<file path="config.mk">
export PLATFORM = sky130hd
export DESIGN_NAME = rsbt_slot_lookup
export DESIGN_NICKNAME = d
export VERILOG_FILES = /design/src/hdl/rsbt_pkg.sv /design/src/hdl/rsbt_slot_lookup.sv
export SDC_FILE = /design/constraint.sdc
export NUM_CORES = 1
export LEC_CHECK = 0
export ABC_AREA = 1
export BUFFER_PORTS_ARGS = -buffer_cell sky130_fd_sc_hd__buf_2
export CAP_MARGIN = 20
export CORE_MARGIN = 8
export CORE_UTILIZATION = 35
export DETAILED_ROUTE_END_ITERATION = 8
export PLACE_DENSITY_LB_ADDON = 0.05
export SYNTH_ARGS = -nofsm -noshare
export SYNTH_HDL_FRONTEND = slang
export SYNTH_SLANG_ARGS = --single-unit
</file>
<file path="constraint.sdc">
create_clock -name clock -period 17.1 [get_ports clock]
set_input_delay 0.855 -clock clock [delete_from_list [all_inputs] [get_ports clock]]
set_output_delay 0.855 -clock clock [all_outputs]
set_load 0.05 [all_outputs]
</file>
<file path="src/hdl/rsbt_pkg.sv">
`timescale 1ns / 1ps

package rsbt_pkg;

   // Default table sizes
   localparam int NUM_RESOURCES_DEF = 16;
   localparam int MAX_SUBRES_DEF    = 16;

   // Stored subresource count width (holds counts up to 127)
   localparam int CNT_W = 7;

   // Operation codes
   localparam logic [2:0] OP_TRACK   = 3'd0;
   localparam logic [2:0] OP_UNTRACK = 3'd1;
   localparam logic [2:0] OP_QUERY   = 3'd2;
   localparam logic [2:0] OP_SET     = 3'd3;
   localparam logic [2:0] OP_TRANS   = 3'd4;

   // Status codes
   localparam logic [2:0] ST_OK        = 3'd0;
   localparam logic [2:0] ST_UNTRACKED = 3'd1;
   localparam logic [2:0] ST_RANGE     = 3'd2;
   localparam logic [2:0] ST_FULL      = 3'd3;
   localparam logic [2:0] ST_COUNT     = 3'd4;

   typedef struct packed {
      logic [2:0]  op;
      logic [31:0] resource_key;
      logic [31:0] state_value;
      logic [3:0]  subresource_index;
      logic        all_subresources;
      logic [4:0]  subresource_count;
   } req_type;

   typedef struct packed {
      logic [2:0]  status;
      logic        tracked;
      logic [31:0] read_state;
      logic        barrier_valid;
      logic        barrier_all;
      logic [3:0]  barrier_subresource;
      logic [31:0] state_before;
      logic [31:0] state_after;
      logic        last;
   } rsp_type;

   // Per-entry metadata held in the lookup memory
   typedef struct packed {
      logic [31:0]      key;
      logic [31:0]      whole;
      logic             split;
      logic [CNT_W-1:0] cnt;
   } meta_type;

   // Metadata update from the sequencer
   typedef struct packed {
      logic     we;
      logic     set_valid;
      logic     clr_valid;
      meta_type meta;
   } meta_wr_type;

   // Lookup result flags
   typedef struct packed {
      logic done;
      logic hit;
      logic free_found;
   } lkp_stat_type;

endpackage

</file>
<file path="src/hdl/rsbt_slot_lookup.sv">
`timescale 1ns / 1ps

module rsbt_slot_lookup #(
   parameter int NUM_RESOURCES = rsbt_pkg::NUM_RESOURCES_DEF,
   parameter int IW = (NUM_RESOURCES > 1) ? $clog2(NUM_RESOURCES) : 1
) (
   input  logic                   clock,
   input  logic                   reset,
   input  logic                   start,
   input  logic [31:0]            key,
   output rsbt_pkg::lkp_stat_type stat,
   output logic [IW-1:0]          hit_slot,
   output logic [IW-1:0]          free_slot,
   output rsbt_pkg::meta_type     hit_meta,
   input  rsbt_pkg::meta_wr_type  wr,
   input  logic [IW-1:0]          wr_slot
);

   localparam logic [IW:0] NUM_L = (IW + 1)'(NUM_RESOURCES);

   rsbt_pkg::meta_type meta_mem [NUM_RESOURCES];
   rsbt_pkg::meta_type rd_ff;
   logic [NUM_RESOURCES-1:0] valid_ff;

   logic [IW:0]   cnt_ff;
   logic [IW-1:0] pidx_ff;
   logic          pend_ff;
   logic          active_ff;
   logic [31:0]   key_ff;
   logic          hit_ff;
   logic          free_ff;
   logic [IW-1:0] hit_slot_ff;
   logic [IW-1:0] free_slot_ff;
   rsbt_pkg::meta_type hit_meta_ff;

   logic issue;
   logic done;

   assign issue = active_ff && (cnt_ff != NUM_L);
   assign done  = active_ff && (cnt_ff == NUM_L) && !pend_ff;

   // Read metadata during the scan, write on update
   always_ff @(posedge clock) begin
      if (issue) begin
         rd_ff <= meta_mem[cnt_ff[IW-1:0]];
      end
      if (wr.we) begin
         meta_mem[wr_slot] <= wr.meta;
      end
   end

   // Valid bits
   always_ff @(posedge clock) begin
      if (reset) begin
         valid_ff <= '0;
      end else if (wr.set_valid) begin
         valid_ff[wr_slot] <= 1'b1;
      end else if (wr.clr_valid) begin
         valid_ff[wr_slot] <= 1'b0;
      end
   end

   // Walk the table one entry a cycle
   always_ff @(posedge clock) begin
      if (reset) begin
         active_ff <= 1'b0;
         pend_ff   <= 1'b0;
         cnt_ff    <= '0;
         hit_ff    <= 1'b0;
         free_ff   <= 1'b0;
      end else if (start) begin
         active_ff <= 1'b1;
         pend_ff   <= 1'b0;
         cnt_ff    <= '0;
         hit_ff    <= 1'b0;
         free_ff   <= 1'b0;
      end else begin
         if (done) begin
            active_ff <= 1'b0;
         end
         pend_ff <= issue;
         if (issue) begin
            cnt_ff <= cnt_ff + 1'b1;
         end
         if (pend_ff) begin
            if (valid_ff[pidx_ff] && rd_ff.key == key_ff && key_ff != 32'd0 && !hit_ff) begin
               hit_ff <= 1'b1;
            end
            if (!valid_ff[pidx_ff] && !free_ff) begin
               free_ff <= 1'b1;
            end
         end
      end
   end

   // Hold the lookup payload
   always_ff @(posedge clock) begin
      if (start) begin
         key_ff <= key;
      end
      if (issue) begin
         pidx_ff <= cnt_ff[IW-1:0];
      end
      if (!start && pend_ff) begin
         if (valid_ff[pidx_ff] && rd_ff.key == key_ff && !hit_ff) begin
            hit_slot_ff <= pidx_ff;
            hit_meta_ff <= rd_ff;
         end
         if (!valid_ff[pidx_ff] && !free_ff) begin
            free_slot_ff <= pidx_ff;
         end
      end
   end

   assign stat.done       = done;
   assign stat.hit        = hit_ff;
   assign stat.free_found = free_ff;
   assign hit_slot        = hit_slot_ff;
   assign free_slot       = free_slot_ff;
   assign hit_meta        = hit_meta_ff;

endmodule

</file>
==> summary.md <==
| Metric | Value |
|---|---|
| Final setup skew | `roughly 0.024 ns` |
| Worst R2R Start | `cnt_ff[0]$_SDFFE_PP0P_` |
| Antenna-violating nets left | `0` |
| Hold depth | `1` |
| Element type at the critical path start | `flip-flop` |
| Clock-pin slew on the worst setup and hold paths | `~0.06 ns` |
| Finish-stage setup viols | `0` |
| Syn Inst Count | `3,764` |
| Reg-to-reg endpoint | `rd_ff[69]$_DFFE_PP_` |
| #FFs+latches synth | `1,365` |
| First-iteration detailed-routing DRC count | `2,445` |
| Outcome | `finished clean` |
| Synth-to-Final Area Change | `14.74%` |
| WS Path Type | `flip-flop to flip-flop` |
| Routed vias/inst | `5.175` |
| PwrDens | `121.6 nW/um2` |
| Die area | `160,900 um2` |
| Yosys top cell area share | `0.7752` |
| Pleak | `19.59 nW` |
| CTS tree | `done` |
| CTS Buf Count | `154` |
| Core area | `147,500 um2` |
| Residual DRC | `0` |
| Max Fclk | `approximately 0.26 GHz` |
| Most common cell after layout, fill and taps aside | `edfxtp_1` |
| Die W | `401.1 um` |
| Grt total ovfl | `0` |
| Actual slew at the worst max-slew pin | `1.132 ns` |
| Vias | `31,100` |
| Global-route wire length before repair | `221.6 mm` |
| Part of the power in registers | `0.523` |
| Total routed wirelength | `152.7 mm` |
| Commonest non-fill, non-tap cells in the layout | `1,340 x edfxtp_1, 642 x nor2_1, 480 x o21ai_0` |
| Final Max Slew Viols | `0` |
| Clk pwr share | `0.438` |
| CP Capture Point | `rd_ff[69]$_DFFE_PP_` |
| Logic pwr share | `0.039` |
| Slew HR | `0.2452` |
| Die Height | `401.1 um` |
| Period minus WS final | `3.900 ns` |
| Psw | `approximately 0.0016 W` |
| Cell variety after synth | `28` |
| Final Cycle Share | `0.2281` |
| Post-Synthesis Net Count | `3,880` |
| Largest area contributor in the netlist | `edfxtp_1` |
| Post-CTS Setup Bufs | `0` |
| Final WS setup | `13.20 ns` |
| Hold wc startpoint | `key[3]` |
| Synth area leaders | `edfxtp_1 78%, nor2_1 4.8%, o21ai_0 4.6%, o22ai_1 3.5%, nand2_1 2.8%` |
| Ports | `197` |
| Crit. End Element | `flip-flop` |
| Port buffer count | `196` |
| H-tree depth | `4` |
| Reg-to-reg slack, setup | `roughly 13 ns` |
| Core Rows | `approximately 140` |
| Ys Warns | `0` |
| Starting Density | `0.3519` |
| CP peak stage delay | `approximately 0.85 ns` |
| Post-synthesis sequential area ratio | `0.7848` |
| Hpwl dp | `75.47 mm` |
| Cells after DPL | `approximately 5,700` |
| RSZ-0062 raised after global routing | `no` |
| FF-to-FF path depth | `7` |
| CP arrival | `4.44 ns` |
| WL/cell | `25.41 um` |
| Synthesized area | `51,910 um2` |
| Pre-CTS setup slack | `13.18 ns` |
| Vias in the first global route | `around 31,000` |
| Min-delay worst type | `input pin to flip-flop` |
| Fillcell total | `13,790` |
| Max cap viols | `0` |
| WP data required | `roughly 18 ns` |
| Largest fanout on the critical path | `roughly 170` |
| Most used cell, CP | `buf_4` |
| PostCTS Resize Cnt | `0` |
| Root buffer cell | `clkbuf_16` |
| Maximum vdd drop | `104.8 uV` |
| Avg Inst Size Synth | `13.79 um2` |
| Critical path cell sequence | `inv_16 -> buf_4 -> buf_4 -> o21ai_0 -> o22ai_1 -> nand2_1 -> nand4_1` |
| Final hold violations | `0` |
| Sw Share | `0.2170` |
| Clock Latency Late Sink | `0.77 ns` |
| Initial antenna violation count | `25` |
| Finished Core Util | `0.4038` |
| Fraction of final layout cells sized beyond drive strength 1 | `0.1213` |
| Sum Neg Setup Slack | `0 ns` |
| Worst path slowest cell | `buf_4` |
| Internal power | `0.005673 W` |
| Maximum root-to-sink buffer count | `3` |
| Largest net degree at the start of global routing | `185` |
| Critical path origin | `cnt_ff[0]$_SDFFE_PP0P_` |
| Hold Buf Count CTS | `0` |
| Fin nets | `4,063` |
| All-Layer GR Usage | `0.1842` |
| Non-filler cells, final | `between 6,000 and 7,000` |
| Pre-antenna DRT Iters | `5` |
| CTS Sinks | `1,365` |
| GP Congestion | `0.7197` |
## worst min path at each step
stage	to	slack [ns]
2_1_floorplan	hit_meta[0]$_DFFE_PP_	0.40
3_3_place_gp	hit_meta[11]$_DFFE_PP_	0.41
3_5_place_dp	hit_meta[12]$_DFFE_PP_	0.40
4_1_cts	key_ff[3]$_DFFE_PP_	0.19
5_1_grt	key_ff[0]$_DFFE_PP_	0.22
6_report	key_ff[3]$_DFFE_PP_	0.27
## logic make-up (layout without fill, tap and decap cells)
| family | after synthesis | in the layout | share of synthesized area |
|---|---|---|---|
| AND/OR/NAND/NOR | 1154 | 1154 | 0.08808 |
| buffers and inverters | 320 | 628 | 0.02979 |
| adder cells (fa/ha/maj) | 2 | 2 | 0.0004820 |
| flip-flops | 1365 | 1365 | 0.7848 |
| other | 0 | 7 | 0 |
| XOR/XNOR | 12 | 12 | 0.002025 |
| AO/OA/AOI/OAI | 911 | 911 | 0.09478 |
## critical path: cells and delay by family (launching register included)
family          cells  cell delay (ns)
flops               1             0.55
compound gates      2             0.42
simple gates        2             0.35
buf+inv             3             2.10
## Yosys cell counts (all sizes together)
cell type	number
inv	90
edfxtp	1340
o21ai	600
xor2	2
nand4	79
xnor2	10
dfxtp	25
nand2	394
a21oi	23
nor3b	1
nand3	16
buf	103
nor2	660
clkbuf	127
ha	2
o22ai	288
nor3	3
or2	1
## flip-flops by register name, indices dropped and copies added (netlist names), named ones only
name and count:
pend_ff 1, cnt_ff 5, pidx_ff 4, key_ff 32, hit_ff 1, active_ff 1
hit_meta 72, free_slot 4, free_ff 1, meta_mem 1152, hit_slot 4, rd_ff 72
## power by group through the flow
stage | Combinational, W | Sequential, W | Clock [W]
5_1_grt | 0.000316 | 0.00380 | 0.00338
4_1_cts | 0.000289 | 0.00379 | 0.00326
3_3_place_gp | 0.000289 | 0.00386 | 0
6_report | 0.000282 | 0.00379 | 0.00317
2_1_floorplan | 0.000163 | 0.00385 | 0
3_5_place_dp | 0.000288 | 0.00386 | 0
## through the flow
stage / instance area (um2) / total power [W] / hold slack [ns]
floorplan: 51910 / 0.004010 / 0.4003
global placement: 54750 / 0.004149 / 0.4057
detailed placement: 54750 / 0.004147 / 0.4045
CTS: 59540 / 0.007342 / 0.1908
global route: 59540 / 0.007487 / 0.2154
finish: 59560 / 0.007245 / 0.2660
## metal layers
metal	vias to the layer above	global-route usage	wire length [um]
li1	14280	-	-
met1	15930	0.2621	72140
met2	661	0.2944	70730
met3	210	0.03382	6938
met4	14	0.04269	2784
met5	-	0	89
## layout make-up
| type | count | area (um2) | share of cell area |
|---|---|---|---|
| Tap cell | 1930 | 2415 | 0.04054 |
| Timing Repair Buffer | 257 | 1464 | 0.02458 |
| Inverter | 90 | 369.1 | 0.006197 |
| Sequential cell | 1365 | 40750 | 0.6841 |
| Multi-Input combinational cell | 2079 | 9757 | 0.1638 |
| Clock buffer | 204 | 4199 | 0.07050 |
| Antenna cell | 7 | 17.52 | 0.0002941 |
| Clock inverter | 77 | 591.8 | 0.009937 |
(Power assumes the default switching activity.)
